`config.mk`:
```
export PLATFORM = sky130hd
export DESIGN_NAME = rgb_point_color_filter
export DESIGN_NICKNAME = d
export VERILOG_FILES = /design/src/rpcf_pkg.sv /design/src/rpcf_front.sv /design/src/rpcf_mid.sv /design/src/rpcf_back.sv /design/src/rgb_point_color_filter.sv
export SDC_FILE = /design/constraint.sdc
export NUM_CORES = 1
export LEC_CHECK = 0
export BUFFER_PORTS_ARGS = -buffer_cell sky130_fd_sc_hd__buf_2
export CORE_AREA = 4 4 236 261
export CTS_CLUSTER_SIZE = 25
export DETAILED_ROUTE_END_ITERATION = 10
export DIE_AREA = 0 0 240 265
export PLACE_DENSITY_LB_ADDON = 0.05
export SYNTH_ARGS = -nofsm -noshare
export SYNTH_HDL_FRONTEND = slang
export SYNTH_SLANG_ARGS = --single-unit
export TNS_END_PERCENT = 10
```
`constraint.sdc`:
```
create_clock -name clk -period 12.6 [get_ports clk]
set_input_delay 0.63 -clock clk [delete_from_list [all_inputs] [get_ports clk]]
set_output_delay 0.63 -clock clk [all_outputs]
set_load 0.02 [all_outputs]
```
`src/rpcf_pkg.sv`:
```
// Shared types, mode codes and fixed-point constants for the RGB point color filter.
package rpcf_pkg;

    typedef enum logic [3:0] {
        MODE_PASS       = 4'd0,
        MODE_YELLOW     = 4'd1,
        MODE_BLUE_ONLY  = 4'd2,
        MODE_BLUE_GRAY  = 4'd3,
        MODE_BRIGHTNESS = 4'd4,
        MODE_CYAN       = 4'd5,
        MODE_MEAN_GRAY  = 4'd6,
        MODE_GREEN_GRAY = 4'd7,
        MODE_INVERT     = 4'd8,
        MODE_LUMINANCE  = 4'd9,
        MODE_MAGENTA    = 4'd10,
        MODE_RED_GRAY   = 4'd11,
        MODE_SEPIA      = 4'd12,
        MODE_THRESHOLD  = 4'd13,
        MODE_GREEN_ONLY = 4'd14,
        MODE_RED_ONLY   = 4'd15
    } mode_t;

    localparam logic [1:0] CFG_FILTER_MODE     = 2'd0;
    localparam logic [1:0] CFG_THRESHOLD_LEVEL = 2'd1;

    localparam logic [3:0] FILTER_MODE_RESET     = 4'd0;
    localparam logic [7:0] THRESHOLD_LEVEL_RESET = 8'd200;

    // Q16 weights
    localparam logic [15:0] LUM_WR = 16'd13926;
    localparam logic [15:0] LUM_WG = 16'd46885;
    localparam logic [15:0] LUM_WB = 16'd4725;
    localparam logic [15:0] SEP_WR = 16'd19661;
    localparam logic [15:0] SEP_WG = 16'd38666;
    localparam logic [15:0] SEP_WB = 16'd7209;

    // x / 3 == (x * 683) >> 11 for x <= 765
    localparam logic [19:0] MEAN_RECIP = 20'd683;
    localparam int          MEAN_SHIFT = 11;

    localparam logic [7:0] CH_MAX      = 8'd255;
    localparam logic [8:0] SEPIA_R_ADD = 9'd40;
    localparam logic [8:0] SEPIA_G_ADD = 9'd20;
    localparam logic [7:0] SEPIA_B_SUB = 8'd20;

    typedef struct packed {
        logic [7:0] red;
        logic [7:0] green;
        logic [7:0] blue;
    } rgb_t;

    typedef struct packed {
        mode_t      mode;
        rgb_t       pix;
        logic [23:0] prod_r;
        logic [23:0] prod_g;
        logic [23:0] prod_b;
        logic [7:0] bright;
        logic [9:0] sum3;
        logic       above;
    } front_t;

    typedef struct packed {
        mode_t      mode;
        rgb_t       pix;
        logic [7:0] weighted;
        logic [7:0] mean;
        logic [7:0] bright;
        logic       above;
    } mid_t;

endpackage

```
`src/rpcf_front.sv`:
```
// First pipeline stage: weight products, brightness, channel sum and threshold compare.
module rpcf_front
    import rpcf_pkg::*;
(
    input  logic       clk,
    input  logic       rst_n,
    input  mode_t      mode,
    input  logic [7:0] level,
    input  logic       in_valid,
    output logic       in_ready,
    input  rgb_t       in_data,
    output logic       out_valid,
    input  logic       out_ready,
    output front_t     out_data
);

    logic       valid_reg;
    front_t     data_reg;
    front_t     data_next;
    logic [15:0] wr;
    logic [15:0] wg;
    logic [15:0] wb;
    logic [7:0] max_rg;
    logic [7:0] max_rgb;
    logic [7:0] min_gb;
    logic [7:0] half_min;
    logic [7:0] min_term;

    always_comb
    begin
        if (mode == MODE_SEPIA)
        begin
            wr = SEP_WR;
            wg = SEP_WG;
            wb = SEP_WB;
        end
        else
        begin
            wr = LUM_WR;
            wg = LUM_WG;
            wb = LUM_WB;
        end
    end

    always_comb
    begin
        max_rg   = (in_data.red > in_data.green) ? in_data.red : in_data.green;
        max_rgb  = (max_rg > in_data.blue) ? max_rg : in_data.blue;
        min_gb   = (in_data.green < in_data.blue) ? in_data.green : in_data.blue;
        half_min = min_gb >> 1;
        min_term = (in_data.red < half_min) ? in_data.red : half_min;
    end

    always_comb
    begin
        data_next.mode   = mode;
        data_next.pix    = in_data;
        data_next.prod_r = {16'd0, in_data.red} * {8'd0, wr};
        data_next.prod_g = {16'd0, in_data.green} * {8'd0, wg};
        data_next.prod_b = {16'd0, in_data.blue} * {8'd0, wb};
        data_next.bright = max_rgb + min_term;
        data_next.sum3   = {2'd0, in_data.red} + {2'd0, in_data.green}
                           + {2'd0, in_data.blue};
        data_next.above  = (in_data.red > level);
    end

    assign in_ready  = !valid_reg || out_ready;
    assign out_valid = valid_reg;
    assign out_data  = data_reg;

    always_ff @(posedge clk or negedge rst_n)
    begin
        if (!rst_n)
        begin
            valid_reg <= 1'b0;
        end
        else if (in_ready)
        begin
            valid_reg <= in_valid;
        end
    end

    always_ff @(posedge clk)
    begin
        if (in_valid && in_ready)
        begin
            data_reg <= data_next;
        end
    end

endmodule

```
`src/rpcf_mid.sv`:
```
// Second pipeline stage: weighted gray from the products and mean gray by reciprocal multiply.
module rpcf_mid
    import rpcf_pkg::*;
(
    input  logic   clk,
    input  logic   rst_n,
    input  logic   in_valid,
    output logic   in_ready,
    input  front_t in_data,
    output logic   out_valid,
    input  logic   out_ready,
    output mid_t   out_data
);

    logic        valid_reg;
    mid_t        data_reg;
    mid_t        data_next;
    logic [25:0] wsum;
    logic [19:0] mean_prod;

    always_comb
    begin
        wsum      = {2'd0, in_data.prod_r} + {2'd0, in_data.prod_g}
                    + {2'd0, in_data.prod_b};
        mean_prod = {10'd0, in_data.sum3} * MEAN_RECIP;

        data_next.mode     = in_data.mode;
        data_next.pix      = in_data.pix;
        data_next.weighted = wsum[23:16];
        data_next.mean     = mean_prod[MEAN_SHIFT +: 8];
        data_next.bright   = in_data.bright;
        data_next.above    = in_data.above;
    end

    assign in_ready  = !valid_reg || out_ready;
    assign out_valid = valid_reg;
    assign out_data  = data_reg;

    always_ff @(posedge clk or negedge rst_n)
    begin
        if (!rst_n)
        begin
            valid_reg <= 1'b0;
        end
        else if (in_ready)
        begin
            valid_reg <= in_valid;
        end
    end

    always_ff @(posedge clk)
    begin
        if (in_valid && in_ready)
        begin
            data_reg <= data_next;
        end
    end

endmodule

```
`src/rpcf_back.sv`:
```
// Third pipeline stage: per-mode output selection, sepia clamping and the output register.
module rpcf_back
    import rpcf_pkg::*;
(
    input  logic clk,
    input  logic rst_n,
    input  logic in_valid,
    output logic in_ready,
    input  mid_t in_data,
    output logic out_valid,
    input  logic out_ready,
    output rgb_t out_data
);

    logic       valid_reg;
    rgb_t       data_reg;
    rgb_t       data_next;
    logic [8:0] sep_r;
    logic [8:0] sep_g;
    logic [7:0] sep_b;
    logic [7:0] thr;
    rgb_t       p;

    always_comb
    begin
        p     = in_data.pix;
        sep_r = {1'b0, in_data.weighted} + SEPIA_R_ADD;
        sep_g = {1'b0, in_data.weighted} + SEPIA_G_ADD;
        sep_b = (in_data.weighted > SEPIA_B_SUB) ? (in_data.weighted - SEPIA_B_SUB) : 8'd0;
        thr   = in_data.above ? CH_MAX : 8'd0;
    end

    always_comb
    begin
        data_next = p;
        unique case (in_data.mode)
            MODE_PASS:       data_next = p;
            MODE_YELLOW:     data_next = '{CH_MAX, CH_MAX, 8'd0};
            MODE_BLUE_ONLY:  data_next = '{8'd0, 8'd0, p.blue};
            MODE_BLUE_GRAY:  data_next = '{p.blue, p.blue, p.blue};
            MODE_BRIGHTNESS: data_next = '{in_data.bright, in_data.bright, in_data.bright};
            MODE_CYAN:       data_next = '{8'd0, CH_MAX, CH_MAX};
            MODE_MEAN_GRAY:  data_next = '{in_data.mean, in_data.mean, in_data.mean};
            MODE_GREEN_GRAY: data_next = '{p.green, p.green, p.green};
            MODE_INVERT:     data_next = '{~p.red, ~p.green, ~p.blue};
            MODE_LUMINANCE:
                data_next = '{in_data.weighted, in_data.weighted, in_data.weighted};
            MODE_MAGENTA:    data_next = '{CH_MAX, 8'd0, CH_MAX};
            MODE_RED_GRAY:   data_next = '{p.red, p.red, p.red};
            MODE_SEPIA:
            begin
                data_next.red   = sep_r[8] ? CH_MAX : sep_r[7:0];
                data_next.green = sep_g[8] ? CH_MAX : sep_g[7:0];
                data_next.blue  = sep_b;
            end
            MODE_THRESHOLD:  data_next = '{thr, thr, thr};
            MODE_GREEN_ONLY: data_next = '{8'd0, p.green, 8'd0};
            MODE_RED_ONLY:   data_next = '{p.red, 8'd0, 8'd0};
            default:         data_next = p;
        endcase
    end

    assign in_ready  = !valid_reg || out_ready;
    assign out_valid = valid_reg;
    assign out_data  = data_reg;

    always_ff @(posedge clk or negedge rst_n)
    begin
        if (!rst_n)
        begin
            valid_reg <= 1'b0;
        end
        else if (in_ready)
        begin
            valid_reg <= in_valid;
        end
    end

    always_ff @(posedge clk)
    begin
        if (in_valid && in_ready)
        begin
            data_reg <= data_next;
        end
    end

    // sepia output is ordered red >= green >= blue
    a_sepia_order: assert property (@(posedge clk) disable iff (!rst_n)
        (in_valid && in_ready && in_data.mode == MODE_SEPIA)
        |=> (data_reg.red >= data_reg.green && data_reg.green >= data_reg.blue))
        else $error("sepia channel order broken");

    a_threshold_bw: assert property (@(posedge clk) disable iff (!rst_n)
        (in_valid && in_ready && in_data.mode == MODE_THRESHOLD)
        |=> (data_reg.red == data_reg.green && data_reg.green == data_reg.blue
             && (data_reg.red == 8'd0 || data_reg.red == CH_MAX)))
        else $error("threshold output not black or white");

    a_invert: assert property (@(posedge clk) disable iff (!rst_n)
        (in_valid && in_ready && in_data.mode == MODE_INVERT)
        |=> (data_reg.red == ~$past(in_data.pix.red)
             && data_reg.blue == ~$past(in_data.pix.blue)))
        else $error("invert result mismatch");

endmodule

```
`src/rgb_point_color_filter.sv`:
```
// Top level of the RGB point color filter: configuration registers and three-stage pipeline.
//
// Usage:
//   Input channel in_valid/in_ready carries one pixel (red_in, green_in, blue_in)
//   per transaction; output channel out_valid/out_ready returns the recolored
//   pixel (red_out, green_out, blue_out), one result per input, in order.
//   cfg_we/cfg_index/cfg_data write filter_mode (index 0, 4 bits) or
//   threshold_level (index 1, 8 bits); other indexes are ignored. Write only
//   while no transaction is in flight.
//   Pipeline: three register stages (product stage, sum/reciprocal stage,
//   select/output register); an accepted pixel passes through the front, mid
//   and back registers in that order before out_valid rises. Throughput: one
//   pixel per cycle while out_ready is high; each stage holds one transaction.
//   Reset: pipeline empties, filter_mode goes to pass-through, threshold_level
//   to 200.
//   Receiver stall: each stage holds its transaction while the next is full and
//   stalled; in_ready drops once all three stages are occupied, and nothing is
//   dropped or repeated.
module rgb_point_color_filter
    import rpcf_pkg::*;
(
    input  logic       clk,
    input  logic       rst_n,
    input  logic       in_valid,
    output logic       in_ready,
    input  logic [7:0] red_in,
    input  logic [7:0] green_in,
    input  logic [7:0] blue_in,
    output logic       out_valid,
    input  logic       out_ready,
    output logic [7:0] red_out,
    output logic [7:0] green_out,
    output logic [7:0] blue_out,
    input  logic       cfg_we,
    input  logic [1:0] cfg_index,
    input  logic [7:0] cfg_data
);

    mode_t      filter_mode_reg;
    logic [7:0] threshold_level_reg;

    rgb_t   in_pix;
    rgb_t   out_pix;
    front_t front_data;
    mid_t   mid_data;
    logic   front_valid;
    logic   front_ready;
    logic   mid_valid;
    logic   mid_ready;

    always_ff @(posedge clk or negedge rst_n)
    begin
        if (!rst_n)
        begin
            filter_mode_reg     <= mode_t'(FILTER_MODE_RESET);
            threshold_level_reg <= THRESHOLD_LEVEL_RESET;
        end
        else if (cfg_we)
        begin
            if (cfg_index == CFG_FILTER_MODE)
            begin
                filter_mode_reg <= mode_t'(cfg_data[3:0]);
            end
            if (cfg_index == CFG_THRESHOLD_LEVEL)
            begin
                threshold_level_reg <= cfg_data;
            end
        end
    end

    assign in_pix = '{red_in, green_in, blue_in};

    rpcf_front u_front (
        .clk       (clk),
        .rst_n     (rst_n),
        .mode      (filter_mode_reg),
        .level     (threshold_level_reg),
        .in_valid  (in_valid),
        .in_ready  (in_ready),
        .in_data   (in_pix),
        .out_valid (front_valid),
        .out_ready (front_ready),
        .out_data  (front_data)
    );

    rpcf_mid u_mid (
        .clk       (clk),
        .rst_n     (rst_n),
        .in_valid  (front_valid),
        .in_ready  (front_ready),
        .in_data   (front_data),
        .out_valid (mid_valid),
        .out_ready (mid_ready),
        .out_data  (mid_data)
    );

    rpcf_back u_back (
        .clk       (clk),
        .rst_n     (rst_n),
        .in_valid  (mid_valid),
        .in_ready  (mid_ready),
        .in_data   (mid_data),
        .out_valid (out_valid),
        .out_ready (out_ready),
        .out_data  (out_pix)
    );

    assign red_out   = out_pix.red;
    assign green_out = out_pix.green;
    assign blue_out  = out_pix.blue;

endmodule
```
Yosys cells after proc, flatten, opt, wreduce, memory -nomap -nowiden
Cells that the tools add are included.

Output and inout port bits: 26. Input bits: 39. Register bits: 211. Logic and storage cells: 89.

Muxes and demuxes: 12. Reductions and logical operators: 13. Add/subtract/negate cells: 8. Bitwise operators: 3. Order comparisons: 6. $mul: 4. Equality and inequality tests: 17.

Operator list (number): $pmux W24 S16 (1); $mux W8 (8); $add A24 B24 Y24 (2); $mul A8 B16 Y24 (2); $eq A4 B4 Y1 const B (9); $gt A8 B8 Y1 (3); $not A8 Y8 (3); $mul A8 B13 Y21 (1); $mul A10 B10 Y19 const B (1); $eq A4 B3 Y1 const B (4); $mux W15 (1); $mux W14 (1); $mux W12 (1); $add A10 B8 Y10 (1); $add A8 B5 Y9 const B (1); $add A8 B6 Y9 const B (1); $add A8 B8 Y9 (1); $add A8 B8 Y8 (1); $eq A4 B2 Y1 const B (2); $gt A8 B5 Y1 const B (1); $lt A8 B7 Y1 (1); $lt A8 B8 Y1 (1); $sub A8 B5 Y8 const B (1); $eq A4 B1 Y1 const B (1); other kinds (7) (14).

Longest topological paths before layout
Gate-level depths: netlist (run 1).

Word-level depth: 5. Depth in mapped cells: 29. Gate-level depth less buffers: 27.

Cells and area by module
A second synthesis (run 1) with hierarchy kept.

Cell total of the unflattened synthesis: 2038. Area, all modules: 21202.8 um^2.

Modules (own cells, without submodules): rpcf_front (seq. area each 3478.3 um^2, cells an instance 1299, times used 1, area each 13276.5 um^2); rpcf_mid (seq. area each 1616.6 um^2, cells an instance 366, times used 1, area each 4616.9 um^2); rpcf_back (seq. area each 745.7 um^2, cells an instance 347, times used 1, area each 2831.5 um^2); rgb_point_color_filter (seq. area each 304.0 um^2, cells an instance 26, times used 1, area each 478.0 um^2).

Worst setup path before layout (run 1)
No wires, ideal clock.

Path type: input port to flip-flop. From: input port green_in[1]. To: register u_front.data_reg (netlist bit u_front.out_data[18]) (data pin). Stages on the path: 27. Path buffers: 2. Required time: 12.342 ns. Arrival: 5.132 ns. Slack: 7.210 ns. Path through: inv_1 > ha_1 > nor2b_1 > o21a_1 > o21ai_0 > a21oi_1 > o22a_1 > buf_2 > o21ai_0 > ha_1 > nor2b_1 > o21a_1 > o21a_1 > o21ai_0 > a21oi_1 > o31ai_2 > clkbuf_1 > o21a_1 > ha_1 > a21o_1 > a21oi_1 > o21bai_1 > a21oi_1 > nor2b_1 > o21ai_0 > nand2b_1 > xnor2_1.

RTL lines: start: declaration (RTL line rgb_point_color_filter.sv:27) `input logic [7:0] green_in,`; end signal: assignment (RTL line rpcf_front.sv:87) `data_reg <= data_next;`; end: declaration (RTL line rpcf_front.sv:18) `front_t data_reg;`.

==> results of run 1 <==
-- what timing repair did --
action | CTS | global route
resized for setup | 0 | 0
endpoints found under the hold margin | 12 | 0
hold buffers | 1 | 0
-- layout make-up --
type / count / area share
sequential: 206 / 0.271
multi-input combinational: 1386 / 0.571
antenna: 4 / 0.000443
clock buffer: 29 / 0.0303
tap: 760 / 0.0421
inverter: 350 / 0.0582
clock inverter: 19 / 0.00898
timing repair buffer: 75 / 0.0180
-- cells by family (layout without fill, tap and decap cells) --
group / count (synthesis) / after routing / share of synthesized area
AO/OA/AOI/OAI: 351 / 351 / 0.111
XOR/XNOR: 97 / 97 / 0.0416
adder cells (fa/ha/maj): 494 / 494 / 0.365
buffers and inverters: 395 / 473 / 0.0731
flip-flops: 206 / 206 / 0.300
multiplexers: 43 / 43 / 0.0219
other: 2 / 29 / 0.000368
AND/OR/NAND/NOR: 376 / 376 / 0.0874
-- power breakdown --
| group | total [W] | internal (W) | switching (W) |
|---|---|---|---|
| Clock | 0.000772 | 0.000456 | 0.000316 |
| Sequential | 0.00133 | 0.00117 | 0.000161 |
| Combinational | 0.00380 | 0.00164 | 0.00216 |
| Total | 0.00590 | 0.00326 | 0.00264 |
-- synthesized netlist by cell type, types with 6 or more instances --
master / instances
nor2b_1: 20
ha_1: 325
o21a_1: 19
a21o_1: 28
fa_1: 169
a22oi_1: 12
a211oi_1: 14
o2111ai_1: 6
edfxtp_1: 191
a21oi_1: 109
o21bai_1: 10
nand3_1: 26
nor2_1: 111
nand2_1: 97
dfrtp_1: 12
clkbuf_1: 38
or3_1: 7
xor2_1: 24
o21ai_0: 76
nand4_1: 19
inv_1: 348
mux2i_1: 29
and2_1: 11
nor3_1: 34
mux2_2: 13
xnor2_1: 73
o211ai_1: 14
and3_1: 14
nand2b_1: 16
-- per-stage QoR --
step | utilization | worst slack [ns] | total power [W] | instances | instance area, µm²
after floorplan | - | 7.21 | 0.00415 | 1987 | 20500
after global placement | 0.370 | 6.19 | 0.00517 | 2776 | 21700
after detailed placement | 0.370 | 6.07 | 0.00519 | 2776 | 21700
after CTS | 0.385 | 6.55 | 0.00603 | 2825 | 22600
after global routing | 0.385 | 5.99 | 0.00658 | 2828 | 22600
final | 0.385 | 6.54 | 0.00590 | 2829 | 22600
-- worst max-delay path by stage --
stage	end	start	cells after the start
4_1_cts	u_front.out_data[63]$_DFFE_PP_	filter_mode_reg[1]$_DFFE_PN0P_	19
3_5_place_dp	u_front.out_data[18]$_DFFE_PP_	green_in[1]	27
5_1_grt	u_front.out_data[18]$_DFFE_PP_	green_in[1]	27
3_3_place_gp	u_front.out_data[18]$_DFFE_PP_	green_in[1]	27
6_report	u_front.out_data[18]$_DFFE_PP_	green_in[1]	27
2_1_floorplan	u_front.out_data[18]$_DFFE_PP_	green_in[1]	27
-- routing by layer --
| layer | track usage | part of all wire | routed length (µm) |
|---|---|---|---|
| met4 | 0.0431 | 0.024 | 1330 |
| met3 | 0.0170 | 0.032 | 1750 |
| met1 | 0.229 | 0.44 | 24200 |
| met2 | 0.311 | 0.50 | 27600 |
| met5 | 0 | 0.00013 | 7 |
==> results.cfg, run 1 <==
[status]
status = finished clean

[sta]
finalSetupViolations = 0
setup_tns_ns = 0
final-hold-violation-count = 0
fmax_ghz = 0.165
rsz0062_at_grt = false
final-max-slew-violation-count = 0
fin_crit_sh = 0.481
tightest_slew_ns = 1.02
finalCriticalPeriod_ns = 6.06
holdWs_ns = 0.279
fin_skew_ns = 0.0307
slew_headroom = 0.317

[power_and_ir_drop]
power_density_nw_per_um2 = 261
peakVddDrop_uv = 127
p_leak_nw = 10.5

[finish]
layout_commonest_cell = inv_1
multi_input_area_um2 = 12900
largest_reg_flops = 114
areaGrowthSynthToFinish_pct = 10.6
layout_common_cells = inv_1, ha_1, edfxtp_1
seq_area_um2 = 6110
fin_nets = 2579
drive_above_1_share = 0.0770
nFillCells = 5890

[logic_synthesis]
synth-seq-cells = 206
synth_top_cell_by_area = edfxtp_1
ys_types = 79
synth_top_area_share = 0.281
yosysWarnings = 0
syn_area_um2 = 20400
synthArstFlopShare = 0.0728
synth_edf_count = 191
synth-seq-area-share = 0.300
synth_flop_cell = edfxtp_1
synthCells = 1964
syn_avg_cell_area_um2 = 10.4
synth.area.top_cells = edfxtp_1, ha_1, fa_1

[run]
maxCapViolations = 0

[placed_design]
place_congestion = 0.857
io_buffers = 64
hpwlAfterDp_um = 44800

[critical_path]
worstPathArrival_ns = 6.34
path_max_fanout = 16
max_stage_delay_ns = 0.83
rr_endpoint = u_front.out_data[63]$_DFFE_PP_
crit_type = in2reg
slowest_stage = o31ai_2
required_ns = 12.88
worst-r2r-cell-count = 19
path_buf_inv = 2
critical-path-top-delay-family = compound AO/OA/AOI/OAI gates
endpoint_kind = register
worstSetupStartpointType = input port
rrSetupSlack_ns = 6.61
r2r-start = filter_mode_reg[1]$_DFFE_PN0P_

[grt]
grt_max_degree = 60
grt_overflow = 0
grt_pass1_wl_um = 86500
grt_pass1_vias = 14900
grt_util_all_layers = 0.175
antenna_found_initial = 5

[clocking]
clockBufferDepth = 3
cts.sinks = 206
cts_tree = yes
cts_buffers = 27
cts_setup_buffers = 0
worstSkewPairLatency_ns = 0.57
cts.clk_slew.worst_paths_ns = 0.06
htree_levels = 1
cts-root-buf = clkbuf_16

[worst_hold_path]
hp-class = in2reg
hold_depth = 2
hold_path_end = u_front.out_valid$_DFFE_PN0N_
min_from = in_valid

[route]
wl_per_cell_um = 19.4
drt_iter0_markers = 753
first_pass_iters = 5
avgViaCountPerCell = 5.00
vias = 14100
ant_nets = 0
wl_um = 54800
route.detailed.drc = 0

[floorplanning]
initial_utilization = 0.348
rows = 93
dieArea_um2 = 63600
io_pins = 65
dieHeight_um = 265
coreArea_um2 = 58600
die_w_um = 240
(Power assumes the default switching activity.)
==> run 2: changes to the inputs <==
Clock period 12.6 ns to 5 ns, I/O delays scaled along.
==> run 2 against run 1 <==
  * The run now ends with setup timing left
  * Clock power rose by 130%
  * Sequential share of layout area fell by 2.0 points
  * First-iteration DRC count decreased by 9.2%
  * Clock-buffer cell count rose by 7
  * Critical path depth shrank 8
  * Global-route usage rose by 0.80 points
  * Hold slack worse by 0.16 ns
  * Critical path type is now reg2reg
==> results.cfg, run 2 (synthesis results as in run 1) <==
[clocking]
htree_levels = 1
cts.sinks = 206
cts_tree = yes
worstSkewPairLatency_ns = 0.55
clockBufferDepth = 3
cts_buffers = 26
cts-root-buf = clkbuf_16
cts.clk_slew.worst_paths_ns = 0.06

[sta]
final-max-slew-violation-count = 0
finalSetupViolations = 4
fin_ws_ns = -0.147
finalCriticalPeriod_ns = 5.15
fmax_ghz = 0.194
fin_crit_sh = 1.03
fin_skew_ns = 0.00945
final-hold-violation-count = 0
rsz0062_at_grt = true
tightest_slew_ns = 1.03
slew_headroom = 0.314

[route]
ant_nets = 0
vias = 14800
wl_per_cell_um = 19.0
drt_iter0_markers = 684
first_pass_iters = 4
route.detailed.drc = 0
avgViaCountPerCell = 4.86
wl_um = 57900

[finish]
largest_reg_flops = 114
insertedDiodeCount = 0
layout_common_cells = inv_1, ha_1, buf_4
nFillCells = 5764
layout_commonest_cell = inv_1
fin_area_um2 = 24300
fin_nets = 2797
areaGrowthSynthToFinish_pct = 19.2
drive_above_1_share = 0.169

[floorplanning]
die_w_um = 240
dieHeight_um = 265
coreArea_um2 = 58600
dieArea_um2 = 63600
io_pins = 65
rows = 93
initial_utilization = 0.348

[run]
maxCapViolations = 0

[critical_path]
worst-r2r-cell-count = 19
worstPathArrival_ns = 5.40
worst-path-stages = 19
path_max_fanout = 7
cpMostUsedCell = fa_1
slowest_stage = fa_1
worstSetupStartpointType = register
endpoint_kind = register
path_cells = nor2_2, and3_4, buf_12, nor2_4, a21o_1, ha_1, inv_2, fa_1, fa_1, fa_1, inv_1, ha_2, nor2b_2, a311o_1, a221oi_2, o211ai_2, a2111oi_4, or2_4, o311ai_2
max_stage_delay_ns = 0.56
path_buf_inv = 3
critical-path-top-delay-family = adder cells
crit_type = reg2reg
required_ns = 5.26

[power_and_ir_drop]
power_density_nw_per_um2 = 655
peakVddDrop_uv = 488
p_total_w = 0.0160
p_leak_nw = 11.6

[grt]
grt_pass1_vias = 15600
antenna_found_initial = 0
grt_max_degree = 59
met1_usage = 0.235
use_met2 = 0.334
grt_busiest_layer = met2
grt_overflow = 0
use_met3 = 0.0174
grt_util_all_layers = 0.183
grt_pass1_wl_um = 90100

[worst_hold_path]
hold_depth = 2
hp-class = in2reg

[status]
violations = setup timing
status = complete, but fails checks

[placed_design]
hpwlAfterDp_um = 48400
place_congestion = 0.871
io_buffers = 64
post-place-ws_ns = -0.240
postPlaceCellArea_um2 = 23300
[run 2: path summary, 6_finish.rpt]
check | start | to | slack [ns]
worst max-delay path | filter_mode_reg[1]$_DFFE_PN0P_ | u_front.out_data[63]$_DFFE_PP_ | -0.15
worst min-delay path | blue_in[4] | u_front.out_data[95]$_DFFE_PP_ | 0.12
worst max register to register | filter_mode_reg[1]$_DFFE_PN0P_ | u_front.out_data[63]$_DFFE_PP_ | -0.15
worst min register to register | u_front.out_data[105]$_DFFE_PP_ | u_mid.out_data[39]$_DFFE_PP_ | 0.42
max in group asynchronous | rst_n | threshold_level_reg[6]$_DFFE_PN1P_ | 4.55
min in group asynchronous | rst_n | u_front.out_valid$_DFFE_PN0N_ | 0.14
[run 2: cell type report]
| type | count | area, µm² | area share |
|---|---|---|---|
| tap | 760 | 951 | 0.0391 |
| clock inverter | 12 | 109 | 0.00447 |
| sequential | 206 | 6110 | 0.251 |
| inverter | 350 | 1310 | 0.0540 |
| timing repair buffer | 294 | 2120 | 0.0873 |
| clock buffer | 36 | 708 | 0.0291 |
| multi-input combinational | 1386 | 13000 | 0.535 |
[run 2: through the flow]
step	setup TNS, ns	std cells	utilization	hold WS, ns
6_report	-0.398	3044	0.415	0.116
5_1_grt	-4.15	3044	0.415	0.0831
4_1_cts	-0.802	3044	0.414	0.0710
3_5_place_dp	-2.19	2982	0.397	0.180
3_3_place_gp	-3.25	2982	0.397	0.173
2_1_floorplan	-0.00981	1987	-	-0.0456
[run 2: report_power, final]
part | internal, W | switching, W
clock | 0.00105 | 0.000761
combinational | 0.00505 | 0.00576
sequential | 0.00294 | 0.000398
[run 2: timing repair]
item | in CTS | in global routing
gates cloned | 0 | 0
buffers inserted | 3 | 0
endpoints found under the hold margin | 30 | 0
resized for setup | 20 | 13
setup endpoints to repair | 19 | 29
hold buffers | 11 | 0
pin swaps | 17 | 20
[run 2: routing by layer]
metal	vias to the layer above	routed length [µm]
li1	7318	-
met1	7200	25600
met2	191	29600
met3	71	1330
met4	0	1370
met5	-	0
==> run 3: changes to the inputs <==
Settings changed: CORE_AREA 4 4 236 261 to 4 4 240 266, DIE_AREA 0 0 240 265 to 0 0 244 270, SYNTH_HIERARCHICAL set to 1.
Clock period 5 ns to 4.7 ns, I/O delays scaled along.
==> run 3 against run 2 <==
  * Sequential share of layout area shrank 1.9 points
  * Final cell count rose by 7.0%
  * Critical path depth up 3
  * Sequential power increased by 8.1%
  * Largest power group unchanged
  * Die area is 3.6% higher
  * Non-clock buffer count up 88
  * Utilization grew 1.9 points
  * Clock-buffer cell count shrank 9
  * Hold slack got worse by 0.023 ns
  * The flow still finishes with violations (setup timing)
  * Largest cell class unchanged
  * Critical path type unchanged
==> results.cfg, run 3 <==
[logic_synthesis]
synth_flop_cell = edfxtp_1
yosysMostFrequentCell = inv_1
synth.area.mux_share = 0.0201
synth-adder-area-share = 0.353
synth_compound_area_frac = 0.129
synth-seq-area-share = 0.290
synth_edf_count = 192
synthArstFlopShare = 0.0725
synth_top_area_share = 0.272
syn_area_um2 = 21200
synth_top_family_by_area = adder cells
yosys.area_share.simple = 0.0926
synthCells = 2038
synth.area.top_cells = edfxtp_1, ha_1, fa_1
synth-xor-area-share = 0.0384
synth_top_cell_by_area = edfxtp_1
syn_avg_cell_area_um2 = 10.4
ys_top_cells_by_count = inv_1, ha_1, edfxtp_1
ys_types = 97
synth-seq-cells = 207
yosysWarnings = 6

[floorplanning]
rows = 95
initial_utilization = 0.348
dieHeight_um = 270
dieArea_um2 = 65900
io_pins = 65
coreArea_um2 = 60900
die_w_um = 244

[clocking]
cts-root-buf = clkbuf_16
cts.clk_slew.worst_paths_ns = 0.08
worstSkewPairLatency_ns = 0.56
htree_levels = 1
cts_tree = yes
cts.sinks = 207
clockBufferDepth = 3
cts_buffers = 26

[critical_path]
max_stage_delay_ns = 0.56
required_ns = 4.98
worstPathArrival_ns = 5.45
endpoint_kind = register
slowest_stage = fa_2
path_max_fanout = 5
worstSetupStartpointType = register
path_cells = nor2_4, nand3_4, buf_6, nand2_4, inv_4, fa_1, inv_1, fa_2, inv_2, fa_1, inv_1, fa_1, inv_2, ha_4, a21o_1, a221o_1, nand2b_4, a21oi_4, a211oi_4, a311o_1, a21oi_2, xnor2_1
crit_type = reg2reg
cpMostUsedCell = fa_1

[finish]
drive_above_1_share = 0.241
fin_nets = 2946
areaGrowthSynthToFinish_pct = 24.7
final_cells = 3257
layout_commonest_cell = inv_1
layout_common_cells = inv_1, ha_1, buf_4
largest_reg_flops = 115
insertedDiodeCount = 0

[sta]
fin_skew_ns = 0.0269
final-max-slew-violation-count = 0
holdWs_ns = 0.0931
fin_ws_ns = -0.470
finalSetupViolations = 24
fmax_ghz = 0.193
finalCriticalPeriod_ns = 5.17
final-hold-violation-count = 0
fin_crit_sh = 1.10
slew_headroom = 0.413
tightest_slew_ns = 0.881
rsz0062_at_grt = true

[status]
violations = setup timing
status = complete, but fails checks

[worst_hold_path]
hp-class = in2reg

[run]
maxCapViolations = 0

[power_and_ir_drop]
power.switching_w = 0.00885
power_switching_share = 0.446
peakVddDrop_uv = 537
comb_power_share = 0.708
seq_power_share = 0.181
p_int_w = 0.0110
power_density_nw_per_um2 = 750
p_clk_frac = 0.111
p_leak_nw = 12.4

[grt]
grt_pass1_vias = 17000
grt_pass1_wl_um = 101000
antenna_found_initial = 2
grt_max_degree = 60
grt_util_all_layers = 0.200
grt_overflow = 0

[route]
wl_um = 66300
ant_nets = 0
vias = 16000
drt_iter0_markers = 932
first_pass_iters = 7
wl_per_cell_um = 20.3
avgViaCountPerCell = 4.90
route.detailed.drc = 0

[placed_design]
place_congestion = 0.897
placedCellCount = 3186
hpwlAfterDp_um = 55200
io_buffers = 64
-- run 3: cell types whose count changed in the layout (fill, tap and decap cells not counted), sizes merged, moves of 8 or more --
cell,change
nor3,-20
o21ai,+10
mux2i,-15
ha,-8
a21oi,+9
a21o,+14
clkbuf,-9
xnor2,-11
a31oi,+8
buf,+87
mux2,+11
o22ai,+8
nand2b,+10
-- run 3: worst paths after layout --
check / from / end / slack (ns) / depth (start not counted)
worst max register to register: filter_mode_reg[1]$_DFFE_PN0P_ / u_front/out_data[89]$_DFFE_PP_ / -0.47 / 22
worst min-delay path: green_in[5] / u_front/out_data[104]$_DFFE_PP_ / 0.09 / 2
max in group asynchronous: rst_n / threshold_level_reg[6]$_DFFE_PN1P_ / 4.26 / 2
worst min register to register: u_front/out_data[17]$_DFFE_PP_ / u_mid/out_data[7]$_DFFE_PP_ / 0.39 / 0
worst max-delay path: filter_mode_reg[1]$_DFFE_PN0P_ / u_front/out_data[89]$_DFFE_PP_ / -0.47 / 22
min in group asynchronous: rst_n / u_mid/out_valid$_DFFE_PN0N_ / 0.12 / 2
-- run 3: timing repair --
| item | in CTS | in global routing |
|---|---|---|
| resized for setup | 62 | 71 |
| setup buffers | 4 | 9 |
| gates cloned | 1 | 0 |
| pin swaps | 27 | 31 |
| hold buffers | 11 | 0 |
| hold endpoints to repair | 29 | 0 |
| setup endpoints to repair | 36 | 45 |
-- run 3: power by group through the flow --
stage	clock network (W)	registers, W	logic, W
after CTS	0.00228	0.00362	0.0138
after global routing	0.00235	0.00366	0.0157
after floorplan	0	0.00343	0.00863
after detailed placement	0	0.00365	0.0132
after global placement	0	0.00365	0.0132
final	0.00220	0.00360	0.0140
-- run 3: per-stage QoR --
step	power, W	TNS, ns	instance area [µm²]	worst slack, ns	utilization
after floorplan	0.0121	-1.48	21400	-0.289	-
after global placement	0.0168	-11.94	24600	-0.607	0.405
after detailed placement	0.0169	-12.47	24600	-0.570	0.405
after CTS	0.0197	-6.20	26100	-0.475	0.428
after global routing	0.0218	-10.43	26400	-0.658	0.434
final	0.0198	-4.43	26400	-0.470	0.434
-- run 3: metal layers --
| metal | part of all wire | routed length [µm] | GRT usage | vias to the layer above |
|---|---|---|---|---|
| met5 | 0 | 0 | 0 | - |
| met4 | 0.029 | 1890 | 0.0503 | 0 |
| met3 | 0.031 | 2030 | 0.0207 | 94 |
| met2 | 0.52 | 34400 | 0.368 | 316 |
| met1 | 0.42 | 28000 | 0.250 | 7785 |
| li1 | - | - | - | 7778 |
-- run 3: layout make-up --
cell class | instances | area [µm²]
Timing Repair Buffer | 382 | 2870
Fill cell | 5952 | 34400
Clock buffer | 27 | 664
Clock inverter | 20 | 280
Sequential cell | 207 | 6140
Tap cell | 824 | 1030
Inverter | 348 | 1310
Multi-Input combinational cell | 1449 | 14100
-- run 3: cells by family after synthesis --
| group | Yosys count |
|---|---|
| mux | 39 |
| fa+ha+maj | 493 |
| buf+inv | 406 |
| simple gates | 387 |
| flops | 207 |
| compound gates | 411 |
| xor+xnor | 93 |
| other cells | 2 |
-- run 3: critical path, delay by kind of cell, from the launching register on --
kind / cells / cell delay [ns]
fa+ha+maj: 5 / 2.29
simple gates: 4 / 0.53
compound gates: 6 / 1.20
buf+inv: 6 / 0.40
xor+xnor: 1 / 0.08
flops: 1 / 0.41
